**src/rtl/kdar_pkg.sv**
```systemverilog
// ---------------------------------------------------------------------------
// kdar_pkg: shared types and constants for the key debouncer
// Field widths, register reset values, controller states and the command
// and status bundles between controller and datapath.
// ---------------------------------------------------------------------------
package kdar_pkg;

  localparam int unsigned TIME_W     = 32;  // millisecond timestamps
  localparam int unsigned DBNC_W     = 10;  // debounce time register
  localparam int unsigned RPT_W      = 14;  // repeat timing registers
  localparam int unsigned CFG_W      = 14;  // widest register
  localparam int unsigned CFG_IDX_W  = 2;
  localparam int unsigned KEY_FIELDS = 4;   // keys present on the ports
  localparam int unsigned PROD_W     = 2 * RPT_W;

  // divider: one quotient bit per sub-step, two sub-steps per cycle
  localparam int unsigned DIV_BITS_PER_STEP = 2;
  localparam int unsigned DIV_STEPS         = RPT_W / DIV_BITS_PER_STEP;
  localparam int unsigned DIV_CNT_W         = $clog2(DIV_STEPS);

  localparam logic [DBNC_W-1:0] DEBOUNCE_RST = DBNC_W'(25);
  localparam logic [RPT_W-1:0]  START_RST    = RPT_W'(260);
  localparam logic [RPT_W-1:0]  MIN_RST      = RPT_W'(30);
  localparam logic [RPT_W-1:0]  RAMP_RST     = RPT_W'(700);

  typedef enum logic [CFG_IDX_W-1:0] {
    REG_DEBOUNCE_TIME = 2'd0,
    REG_START_DELAY   = 2'd1,
    REG_MIN_INTERVAL  = 2'd2,
    REG_RAMP_TIME     = 2'd3
  } cfg_reg_e;

  typedef enum logic [2:0] {
    S_IDLE,
    S_EVAL,
    S_INTV,
    S_MUL,
    S_DIV,
    S_FIRE,
    S_DONE
  } ctrl_state_e;

  typedef struct packed {
    logic load;      // capture the polled word
    logic eval;      // debounce update of the current key
    logic intv;      // held time and repeat decision
    logic mul;       // span times held, load divider
    logic div_step;  // divider iteration
    logic fire;      // repeat test, held time into result
    logic publish;   // move finished result to output register
  } dp_cmd_t;

  typedef struct packed {
    logic need_div;  // key is held and still on the ramp
  } dp_sts_t;

endpackage

```
**src/rtl/kdar_ctrl.sv**
```systemverilog
// ---------------------------------------------------------------------------
// kdar_ctrl: sequencer for the key debouncer
// Walks the keys one at a time through debounce, interval and repeat steps,
// runs the divider for keys on the ramp, and owns both handshakes.
// ---------------------------------------------------------------------------
module kdar_ctrl import kdar_pkg::*; #(
  parameter int unsigned NK = 4,
  parameter int unsigned KW = 2
) (
  input  logic          clk_i,
  input  logic          rst_ni,
  input  logic          in_valid_i,
  output logic          in_stall_o,
  output logic          out_valid_o,
  input  logic          out_stall_i,
  output dp_cmd_t       cmd_o,
  input  dp_sts_t       sts_i,
  output logic [KW-1:0] key_idx_o
);

  localparam logic [KW-1:0]        KEY_LAST = KW'(NK - 1);
  localparam logic [DIV_CNT_W-1:0] DIV_LAST = DIV_CNT_W'(DIV_STEPS - 1);

  ctrl_state_e          state_q, state_d;
  logic [KW-1:0]        key_q, key_d;
  logic [DIV_CNT_W-1:0] div_cnt_q, div_cnt_d;
  logic                 out_valid_q, out_valid_d;

  always_ff @(posedge clk_i or negedge rst_ni) begin
    if (!rst_ni) begin
      state_q     <= S_IDLE;
      key_q       <= '0;
      div_cnt_q   <= '0;
      out_valid_q <= 1'b0;
    end else begin
      state_q     <= state_d;
      key_q       <= key_d;
      div_cnt_q   <= div_cnt_d;
      out_valid_q <= out_valid_d;
    end
  end

  always_comb begin
    cmd_o       = '0;
    state_d     = state_q;
    key_d       = key_q;
    div_cnt_d   = div_cnt_q;
    out_valid_d = out_valid_q && out_stall_i;
    unique case (state_q)
      S_IDLE: begin
        if (in_valid_i) begin
          cmd_o.load = 1'b1;
          key_d      = '0;
          state_d    = S_EVAL;
        end
      end
      S_EVAL: begin
        cmd_o.eval = 1'b1;
        state_d    = S_INTV;
      end
      S_INTV: begin
        cmd_o.intv = 1'b1;
        state_d    = sts_i.need_div ? S_MUL : S_FIRE;
      end
      S_MUL: begin
        cmd_o.mul = 1'b1;
        div_cnt_d = '0;
        state_d   = S_DIV;
      end
      S_DIV: begin
        cmd_o.div_step = 1'b1;
        if (div_cnt_q == DIV_LAST) begin
          state_d = S_FIRE;
        end else begin
          div_cnt_d = div_cnt_q + 1'b1;
        end
      end
      S_FIRE: begin
        cmd_o.fire = 1'b1;
        if (key_q == KEY_LAST) begin
          state_d = S_DONE;
        end else begin
          key_d   = key_q + 1'b1;
          state_d = S_EVAL;
        end
      end
      S_DONE: begin
        // result register frees up when the old word is taken
        if (!out_valid_q || !out_stall_i) begin
          cmd_o.publish = 1'b1;
          out_valid_d   = 1'b1;
          state_d       = S_IDLE;
        end
      end
      default: state_d = S_IDLE;
    endcase
  end

  assign in_stall_o  = (state_q != S_IDLE);
  assign out_valid_o = out_valid_q;
  assign key_idx_o   = key_q;

  a_accept_starts_eval: assert property (@(posedge clk_i) disable iff (!rst_ni)
    (in_valid_i && !in_stall_o) |=> (state_q == S_EVAL))
    else $error("accepted word did not start key walk");

  a_div_ends_in_fire: assert property (@(posedge clk_i) disable iff (!rst_ni)
    (state_q == S_DIV && div_cnt_q == DIV_LAST) |=> (state_q == S_FIRE))
    else $error("divider did not hand over to repeat test");

  a_result_from_done: assert property (@(posedge clk_i) disable iff (!rst_ni)
    $rose(out_valid_q) |-> ($past(state_q) == S_DONE))
    else $error("result shown before all keys were walked");

endmodule

```
**src/rtl/kdar_dp.sv**
```systemverilog
// ---------------------------------------------------------------------------
// kdar_dp: datapath of the key debouncer
// Per-key debounce state, configuration registers, span multiplier, radix-4
// restoring divider for the repeat interval, result and output registers.
// ---------------------------------------------------------------------------
module kdar_dp import kdar_pkg::*; #(
  parameter int unsigned NK = 4,
  parameter int unsigned KW = 2
) (
  input  logic                  clk_i,
  input  logic                  rst_ni,
  input  logic                  cfg_we_i,
  input  logic [CFG_IDX_W-1:0]  cfg_idx_i,
  input  logic [CFG_W-1:0]      cfg_data_i,
  input  logic [TIME_W-1:0]     now_ms_i,
  input  logic [KEY_FIELDS-1:0] key_levels_i,
  input  dp_cmd_t               cmd_i,
  output dp_sts_t               sts_o,
  input  logic [KW-1:0]         key_idx_i,
  output logic [NK-1:0]         pressed_o,
  output logic [NK-1:0]         repeat_o,
  output logic [NK-1:0]         raw_down_o,
  output logic [TIME_W-1:0]     held_o [NK]
);

  // configuration
  logic [DBNC_W-1:0] dbnc_q;
  logic [RPT_W-1:0]  start_q, minv_q, ramp_q;
  logic [RPT_W-1:0]  minv_eff, span;

  // polled word
  logic [TIME_W-1:0] now_q;
  logic [NK-1:0]     lv_q;

  // per-key state
  logic [NK-1:0]     last_raw_q, deb_q;
  logic [TIME_W-1:0] chg_q [NK];
  logic [TIME_W-1:0] pst_q [NK];
  logic [TIME_W-1:0] lrep_q [NK];

  // per-key working values
  logic              edge_q, chk_q, div_used_q;
  logic [TIME_W-1:0] held_q;
  logic [RPT_W-1:0]  rem_q, dq_q;
  logic [RPT_W-1:0]  rem_d, dq_d;

  // result being built and result on the port
  logic [NK-1:0]     pressed_acc_q, rep_acc_q;
  logic [TIME_W-1:0] held_acc_q [NK];
  logic [NK-1:0]     out_pressed_q, out_rep_q, out_raw_q;
  logic [TIME_W-1:0] out_held_q [NK];

  logic              raw_w, edge_w, chk_w, need_div_w, fire_w;
  logic [TIME_W-1:0] since_chg_w, held_w, since_rep_w;
  logic [RPT_W-1:0]  intv_w;
  logic [PROD_W-1:0] prod_w;

  always_ff @(posedge clk_i or negedge rst_ni) begin
    if (!rst_ni) begin
      dbnc_q  <= DEBOUNCE_RST;
      start_q <= START_RST;
      minv_q  <= MIN_RST;
      ramp_q  <= RAMP_RST;
    end else if (cfg_we_i) begin
      unique case (cfg_reg_e'(cfg_idx_i))
        REG_DEBOUNCE_TIME: dbnc_q  <= cfg_data_i[DBNC_W-1:0];
        REG_START_DELAY:   start_q <= cfg_data_i[RPT_W-1:0];
        REG_MIN_INTERVAL:  minv_q  <= cfg_data_i[RPT_W-1:0];
        REG_RAMP_TIME:     ramp_q  <= cfg_data_i[RPT_W-1:0];
        default: ;
      endcase
    end
  end

  // a minimum above the start delay pins the interval at the start delay
  assign minv_eff = (minv_q > start_q) ? start_q : minv_q;
  assign span     = start_q - minv_eff;

  // debounce step
  assign raw_w       = lv_q[key_idx_i];
  assign since_chg_w = now_q - chg_q[key_idx_i];
  assign edge_w      = (raw_w == last_raw_q[key_idx_i]) &&
                       (since_chg_w >= TIME_W'(dbnc_q)) &&
                       (raw_w != deb_q[key_idx_i]) && !raw_w;

  // interval step
  assign held_w     = now_q - pst_q[key_idx_i];
  assign chk_w      = !deb_q[key_idx_i] && !edge_q;
  assign need_div_w = chk_w && (held_w < TIME_W'(ramp_q));
  assign sts_o.need_div = need_div_w;

  // held < ramp here, so the low bits carry all of it
  assign prod_w = PROD_W'(span) * PROD_W'(held_q[RPT_W-1:0]);

  always_comb begin
    logic [RPT_W-1:0] r;
    logic [RPT_W-1:0] q;
    logic [RPT_W:0]   t;
    r = rem_q;
    q = dq_q;
    for (int i = 0; i < DIV_BITS_PER_STEP; i++) begin
      t = {r, q[RPT_W-1]};
      q = {q[RPT_W-2:0], 1'b0};
      if (t >= {1'b0, ramp_q}) begin
        r    = RPT_W'(t - {1'b0, ramp_q});
        q[0] = 1'b1;
      end else begin
        r = t[RPT_W-1:0];
      end
    end
    rem_d = r;
    dq_d  = q;
  end

  // repeat test
  assign intv_w      = div_used_q ? (start_q - dq_q) : minv_eff;
  assign since_rep_w = now_q - lrep_q[key_idx_i];
  assign fire_w      = chk_q && (since_rep_w >= TIME_W'(intv_w));

  always_ff @(posedge clk_i or negedge rst_ni) begin
    if (!rst_ni) begin
      last_raw_q <= '1;
      deb_q      <= '1;
      for (int k = 0; k < NK; k++) begin
        chg_q[k]  <= '0;
        pst_q[k]  <= '0;
        lrep_q[k] <= '0;
      end
    end else begin
      if (cmd_i.eval) begin
        if (raw_w != last_raw_q[key_idx_i]) begin
          last_raw_q[key_idx_i] <= raw_w;
          chg_q[key_idx_i]      <= now_q;
        end else if (since_chg_w >= TIME_W'(dbnc_q) && raw_w != deb_q[key_idx_i]) begin
          deb_q[key_idx_i] <= raw_w;
          if (!raw_w) begin
            pst_q[key_idx_i]  <= now_q;
            lrep_q[key_idx_i] <= now_q;
          end
        end
      end
      if (cmd_i.fire && fire_w) begin
        lrep_q[key_idx_i] <= now_q;
      end
    end
  end

  always_ff @(posedge clk_i) begin
    if (cmd_i.load) begin
      now_q         <= now_ms_i;
      lv_q          <= key_levels_i[NK-1:0];
      pressed_acc_q <= '0;
      rep_acc_q     <= '0;
    end
    if (cmd_i.eval) begin
      edge_q <= edge_w;
      if (edge_w) begin
        pressed_acc_q[key_idx_i] <= 1'b1;
        rep_acc_q[key_idx_i]     <= 1'b1;
      end
    end
    if (cmd_i.intv) begin
      held_q     <= held_w;
      chk_q      <= chk_w;
      div_used_q <= need_div_w;
    end
    if (cmd_i.mul) begin
      rem_q <= prod_w[PROD_W-1:RPT_W];
      dq_q  <= prod_w[RPT_W-1:0];
    end
    if (cmd_i.div_step) begin
      rem_q <= rem_d;
      dq_q  <= dq_d;
    end
    if (cmd_i.fire) begin
      held_acc_q[key_idx_i] <= deb_q[key_idx_i] ? '0 : held_q;
      if (fire_w) begin
        rep_acc_q[key_idx_i] <= 1'b1;
      end
    end
    if (cmd_i.publish) begin
      out_pressed_q <= pressed_acc_q;
      out_rep_q     <= rep_acc_q;
      out_raw_q     <= ~last_raw_q;
      out_held_q    <= held_acc_q;
    end
  end

  assign pressed_o  = out_pressed_q;
  assign repeat_o   = out_rep_q;
  assign raw_down_o = out_raw_q;
  assign held_o     = out_held_q;

  a_div_rem_below_ramp: assert property (@(posedge clk_i) disable iff (!rst_ni)
    cmd_i.div_step |-> (rem_q < ramp_q))
    else $error("divider remainder not below ramp time");

endmodule

```
**src/rtl/key_debounce_accelerating_repeat.sv**
```systemverilog
// ---------------------------------------------------------------------------
// key_debounce_accelerating_repeat: debouncer with accelerating auto-repeat
// Poll in one word per millisecond: timestamp and active-low key levels.
// Each word returns one result word: press, repeat and raw-down masks and
// the debounced held time of every key.
//
// Input channel (in_valid_i / in_stall_o) takes a word only while the
// sequencer is idle. Output channel (out_valid_o / out_stall_i) is a
// result register, so the next word is taken while a result still waits.
// A word is taken only once the previous one has been walked through all
// keys and published.
// The keys are walked one after another; a key on the ramp passes through
// the span multiplier and then the shared divider, two quotient bits per
// cycle.
// A stalled output holds its word; a finished result then waits inside
// until the register frees up, and no new word is taken meanwhile.
// Reset: keys released, timers zero, registers at defaults 25, 260, 30, 700.
// Registers must be written only while idle; the block does not enforce it.
// ---------------------------------------------------------------------------
module key_debounce_accelerating_repeat import kdar_pkg::*; #(
  parameter int unsigned NUM_KEYS = 4
) (
  input  logic                  clk_i,
  input  logic                  rst_ni,
  input  logic                  cfg_we_i,
  input  logic [CFG_IDX_W-1:0]  cfg_idx_i,
  input  logic [CFG_W-1:0]      cfg_data_i,
  input  logic                  in_valid_i,
  output logic                  in_stall_o,
  input  logic [TIME_W-1:0]     now_ms_i,
  input  logic [KEY_FIELDS-1:0] key_levels_i,
  output logic                  out_valid_o,
  input  logic                  out_stall_i,
  output logic [KEY_FIELDS-1:0] pressed_mask_o,
  output logic [KEY_FIELDS-1:0] repeat_mask_o,
  output logic [KEY_FIELDS-1:0] raw_down_mask_o,
  output logic [TIME_W-1:0]     held_key0_o,
  output logic [TIME_W-1:0]     held_key1_o,
  output logic [TIME_W-1:0]     held_key2_o,
  output logic [TIME_W-1:0]     held_key3_o
);

  // keys past the port width always read released and never act
  localparam int unsigned NK = (NUM_KEYS < KEY_FIELDS) ? NUM_KEYS : KEY_FIELDS;
  localparam int unsigned KW = (NK > 1) ? $clog2(NK) : 1;

  dp_cmd_t           cmd;
  dp_sts_t           sts;
  logic [KW-1:0]     key_idx;
  logic [NK-1:0]     pressed, rep, raw_down;
  logic [TIME_W-1:0] held [NK];
  logic [TIME_W-1:0] held_port [KEY_FIELDS];

  kdar_ctrl #(
    .NK (NK),
    .KW (KW)
  ) u_ctrl (
    .clk_i       (clk_i),
    .rst_ni      (rst_ni),
    .in_valid_i  (in_valid_i),
    .in_stall_o  (in_stall_o),
    .out_valid_o (out_valid_o),
    .out_stall_i (out_stall_i),
    .cmd_o       (cmd),
    .sts_i       (sts),
    .key_idx_o   (key_idx)
  );

  kdar_dp #(
    .NK (NK),
    .KW (KW)
  ) u_dp (
    .clk_i        (clk_i),
    .rst_ni       (rst_ni),
    .cfg_we_i     (cfg_we_i),
    .cfg_idx_i    (cfg_idx_i),
    .cfg_data_i   (cfg_data_i),
    .now_ms_i     (now_ms_i),
    .key_levels_i (key_levels_i),
    .cmd_i        (cmd),
    .sts_o        (sts),
    .key_idx_i    (key_idx),
    .pressed_o    (pressed),
    .repeat_o     (rep),
    .raw_down_o   (raw_down),
    .held_o       (held)
  );

  assign pressed_mask_o  = KEY_FIELDS'(pressed);
  assign repeat_mask_o   = KEY_FIELDS'(rep);
  assign raw_down_mask_o = KEY_FIELDS'(raw_down);

  for (genvar g = 0; g < KEY_FIELDS; g++) begin : g_held
    if (g < NK) begin : g_key
      assign held_port[g] = held[g];
    end else begin : g_none
      assign held_port[g] = '0;
    end
  end

  assign held_key0_o = held_port[0];
  assign held_key1_o = held_port[1];
  assign held_key2_o = held_port[2];
  assign held_key3_o = held_port[3];

endmodule
```
**config.mk**
```make
export PLATFORM = sky130hd
export DESIGN_NAME = key_debounce_accelerating_repeat
export DESIGN_NICKNAME = d
export VERILOG_FILES = /design/src/rtl/kdar_pkg.sv /design/src/rtl/kdar_ctrl.sv /design/src/rtl/kdar_dp.sv /design/src/rtl/key_debounce_accelerating_repeat.sv
export SDC_FILE = /design/constraint.sdc
export NUM_CORES = 2
export LEC_CHECK = 0
export BUFFER_PORTS_ARGS = -buffer_cell sky130_fd_sc_hd__buf_2
export CORE_ASPECT_RATIO = 0.8
export CORE_MARGIN = 2
export CORE_UTILIZATION = 44
export DETAILED_ROUTE_END_ITERATION = 8
export REMOVE_ABC_BUFFERS = 1
export SYNTH_ARGS = -nofsm -noshare
export SYNTH_HDL_FRONTEND = slang
export SYNTH_HIERARCHICAL = 1
export SYNTH_SLANG_ARGS = --single-unit
```
**constraint.sdc**
```tcl
create_clock -name clk_i -period 21.6 [get_ports clk_i]
set_clock_uncertainty 0.1 [all_clocks]
set_input_delay 4.32 -clock clk_i [delete_from_list [all_inputs] [get_ports clk_i]]
set_output_delay 4.32 -clock clk_i [all_outputs]
set_load 0.02 [all_outputs]
```
==> summary.json <==
{
  "global_routing": {
    "first_pass_grt_wire_length_um": 173000,
    "grt.met3_usage_pct": 3.26,
    "grt_use_met1_pct": 31.5,
    "groute.usage.overall_pct": 20.1,
    "grt-busiest-layer": "met1",
    "initial_antenna_violation_count": 3,
    "grt_remaining_overflow": 0,
    "vias_in_the_first_global_route": 29600,
    "grt_use_met2_pct": 29.3,
    "grt_start_max_net_pins": 163
  },
  "floorplan": {
    "initial_util_pct": 44.4,
    "fp-row-count": 107,
    "design.die.area_um2": 110000,
    "die_x_um": 370,
    "die_height_um": 297,
    "placeable_core_area_um2": 106000,
    "ios": 199
  },
  "final_layout": {
    "n_antenna_cell": 0,
    "final_nets": 4439,
    "final_common_cell": "sky130_fd_sc_hd__dfrtp_1",
    "flow.area_growth_from_synthesis_pct": 11.6,
    "post_layout_nonfiller_instances": 5430,
    "final_cell_area_um2": 52700,
    "fillCellCount": 9446,
    "multiInputGateArea_um2": 22600,
    "layout_common_cells": "sky130_fd_sc_hd__dfrtp_1, sky130_fd_sc_hd__mux2_2, sky130_fd_sc_hd__edfxtp_1",
    "post_route_cells_drive_above_1_share_pct": 24.1,
    "area.sequential_um2": 22600
  },
  "synthesis": {
    "post-synth-top-area-fraction_pct": 23.3,
    "synth_edf_count": 367,
    "ys.flop_type": "sky130_fd_sc_hd__dfrtp_1",
    "share_of_synthesized_registers_carrying_an_async_set_or_reset_pct": 54.7,
    "synth_cell_types": 93,
    "synth_top_cells_by_area": "sky130_fd_sc_hd__edfxtp_1, sky130_fd_sc_hd__dfrtp_1, sky130_fd_sc_hd__mux2_2",
    "synthesis.instances": 3750,
    "synth_area_um2": 47200,
    "sequential_area_share_after_synthesis_pct": 47.7,
    "synth.largest_area_cell": "sky130_fd_sc_hd__edfxtp_1",
    "yosys_warnings": 6,
    "synthesis.area_per_instance_um2": 12.6,
    "synth_seq_cells": 828
  },
  "clock_tree": {
    "cts_post_setup_buffers_inserted": 0,
    "root_buffer": "sky130_fd_sc_hd__clkbuf_16",
    "h-tree-depth": 3,
    "cts_resized": 0,
    "cts_tree": "done",
    "cts_buffer_depth": 3,
    "clkSlewWorstSetupHoldPaths_ns": 0.06,
    "cts.sinks": 828,
    "total_cts_buffers": 87,
    "holdBufCountCts": 0,
    "insertion_delay_ns": 0.68
  },
  "routing": {
    "wirelength_um": 109000,
    "drc": 0,
    "detail_route.iter0.violations": 2013,
    "post_drt_wl_per_cell_um": 20.0,
    "via_cell_ratio": 5.39,
    "routed-via-count": 29300,
    "antenna_left": 0,
    "firstDrtPassIters": 5
  },
  "place": {
    "post-place-cells": 5268,
    "port_buffers": 198,
    "place.detailed.hpwl_um": 76300,
    "globalplace.congestion": 0.858,
    "dpl-instance-area_um2": 49800
  },
  "critical_path": {
    "worst_setup_path_end_kind": "flop",
    "worst_path_largest_cell_delay_ns": 0.85,
    "cp.required_ns": 21.91,
    "cp_slowest_cell": "sky130_fd_sc_hd__nor2_1",
    "critical-path-top-cell-by-count": "sky130_fd_sc_hd__fa_1",
    "crit_arrival_ns": 11.50,
    "start_kind": "flop",
    "timing.setup.critical_path_class": "flop to flop",
    "critPathMaxFanout": 15
  },
  "sta": {
    "rsz0062_at_grt": "no",
    "period_minus_slack_ns": 11.19,
    "max_slew_violation_total_from_the_final_report": 0,
    "report.final.hold_viol_count": 0,
    "setup_viol_count_final": 0,
    "timing.slew.headroom_pct": 19.8,
    "fin_hold_ws_ns": 0.314,
    "finalSetupTns_ns": 0,
    "max_freq_ghz": 0.0894,
    "worst-slew-pin-transition_ns": 1.20,
    "timing.final.crit_share_pct": 51.8
  },
  "outcome": {
    "outcome": "complete, no violations"
  },
  "worst_hold_path": {
    "hold_path.class": "flop to flop"
  },
  "run": {
    "cap_violations": 0
  }
}
-- Yosys cell counts, types with 6 or more instances --
master                      number
sky130_fd_sc_hd__nor3b_1         6
sky130_fd_sc_hd__o31ai_1        13
sky130_fd_sc_hd__and3_1         16
sky130_fd_sc_hd__and2_1        104
sky130_fd_sc_hd__ha_1          294
sky130_fd_sc_hd__or3_1           8
sky130_fd_sc_hd__a2111oi_0      10
sky130_fd_sc_hd__buf_1          17
sky130_fd_sc_hd__dfxtp_1         8
sky130_fd_sc_hd__dfstp_2        23
sky130_fd_sc_hd__nand2b_1       37
sky130_fd_sc_hd__nor2b_1        64
sky130_fd_sc_hd__mux2_1         47
sky130_fd_sc_hd__nand3_1        31
sky130_fd_sc_hd__a21o_1         67
sky130_fd_sc_hd__mux4_2         98
sky130_fd_sc_hd__edfxtp_1      367
sky130_fd_sc_hd__buf_6          25
sky130_fd_sc_hd__nor4_1         11
sky130_fd_sc_hd__clkbuf_1      114
sky130_fd_sc_hd__a211oi_1       12
sky130_fd_sc_hd__a21oi_1       150
sky130_fd_sc_hd__mux2i_1        30
sky130_fd_sc_hd__a21boi_0       13
sky130_fd_sc_hd__nand4_1        21
sky130_fd_sc_hd__dfrtp_1       430
sky130_fd_sc_hd__o21bai_1       16
sky130_fd_sc_hd__xor2_1         50
sky130_fd_sc_hd__o2bb2ai_1       6
sky130_fd_sc_hd__o21a_1         16
sky130_fd_sc_hd__inv_1         352
sky130_fd_sc_hd__nor3_1         33
sky130_fd_sc_hd__a31oi_1        20
sky130_fd_sc_hd__nand2_1       223
sky130_fd_sc_hd__fa_1          148
sky130_fd_sc_hd__xnor2_1        83
sky130_fd_sc_hd__mux2_4         11
sky130_fd_sc_hd__a211o_1         6
sky130_fd_sc_hd__nor2_1        123
sky130_fd_sc_hd__o21ai_0       145
sky130_fd_sc_hd__mux2_2        382
sky130_fd_sc_hd__o211ai_1       15
-- registers in the layout, indices dropped and copies added (netlist names), 10 cells and up --
| name | count |
|---|---|
| u_dp/lrep_q | 128 |
| u_dp/minv_q | 14 |
| u_dp/held_o | 128 |
| u_dp/ramp_q | 14 |
| u_dp/chg_q | 128 |
| u_dp/now_q | 32 |
| u_dp/dq_q | 14 |
| u_dp/rem_q | 14 |
| u_dp/held_acc_q | 128 |
| u_dp/pst_q | 128 |
| u_dp/held_q | 32 |
| u_dp/start_q | 14 |
| u_dp/dbnc_q | 10 |
-- stage by stage --
stage | setup slack (ns) | utilization [%]
floorplan | 9.91 | -
global placement | 10.78 | 46.8
detailed placement | 10.60 | 46.8
CTS | 10.55 | 49.6
global route | 9.67 | 49.6
finish | 10.41 | 49.6
-- metal layers --
| layer | up-vias | share of wire (%) |
|---|---|---|
| met5 | - | 0 |
| met1 | 14700 | 51 |
| met3 | 109 | 5.1 |
| met4 | 0 | 1.6 |
| met2 | 696 | 43 |
| li1 | 13700 | - |
-- final timing paths --
path                                     startpoint                end  slack (ns)  cells past startpoint
worst max-delay path                u_dp/start_q[2]     u_dp/rem_q[13]       10.41                     43
worst min-delay path            u_dp/held_acc_q[38]    u_dp/held_o[38]        0.31                      0
worst max register to register      u_dp/start_q[2]     u_dp/rem_q[13]       10.41                     43
worst min register to register  u_dp/held_acc_q[38]    u_dp/held_o[38]        0.31                      0
max in group asynchronous                    rst_ni  u_ctrl/state_q[1]       15.70                      3
min in group asynchronous                    rst_ni     u_dp/chg_q[29]        3.53                      1
-- area by class of cell --
class                      instances  area share [%]
clock buffer                     122            4.72
inverter                         352            2.50
sequential                       828            42.8
multi-input combinational       2408            42.9
clock inverter                    40           0.906
tap                             1417            3.36
timing repair buffer             263            2.87
-- logic make-up after synthesis --
| family | share of synthesized area, % |
|---|---|
| buffers and inverters | 4.56 |
| AOI/OAI and AO/OA | 7.71 |
| muxes | 15.9 |
| adders and majority gates | 14.1 |
| xor gates and xnor gates | 2.47 |
| and+or+nand+nor | 7.61 |
| DFF | 47.7 |
-- critical path, delay by kind of cell, from the launching register on --
kind / cells / cell delay [ns]
and+or+nand+nor: 5 / 1.50
buffers and inverters: 6 / 0.56
DFF: 1 / 0.57
adders and majority gates: 9 / 3.52
AOI/OAI and AO/OA: 20 / 4.15
xor gates and xnor gates: 1 / 0.13
muxes: 2 / 0.37
Power is not shown: default switching activity piles up to over one toggle a cycle in this logic, so the estimate is an artifact.
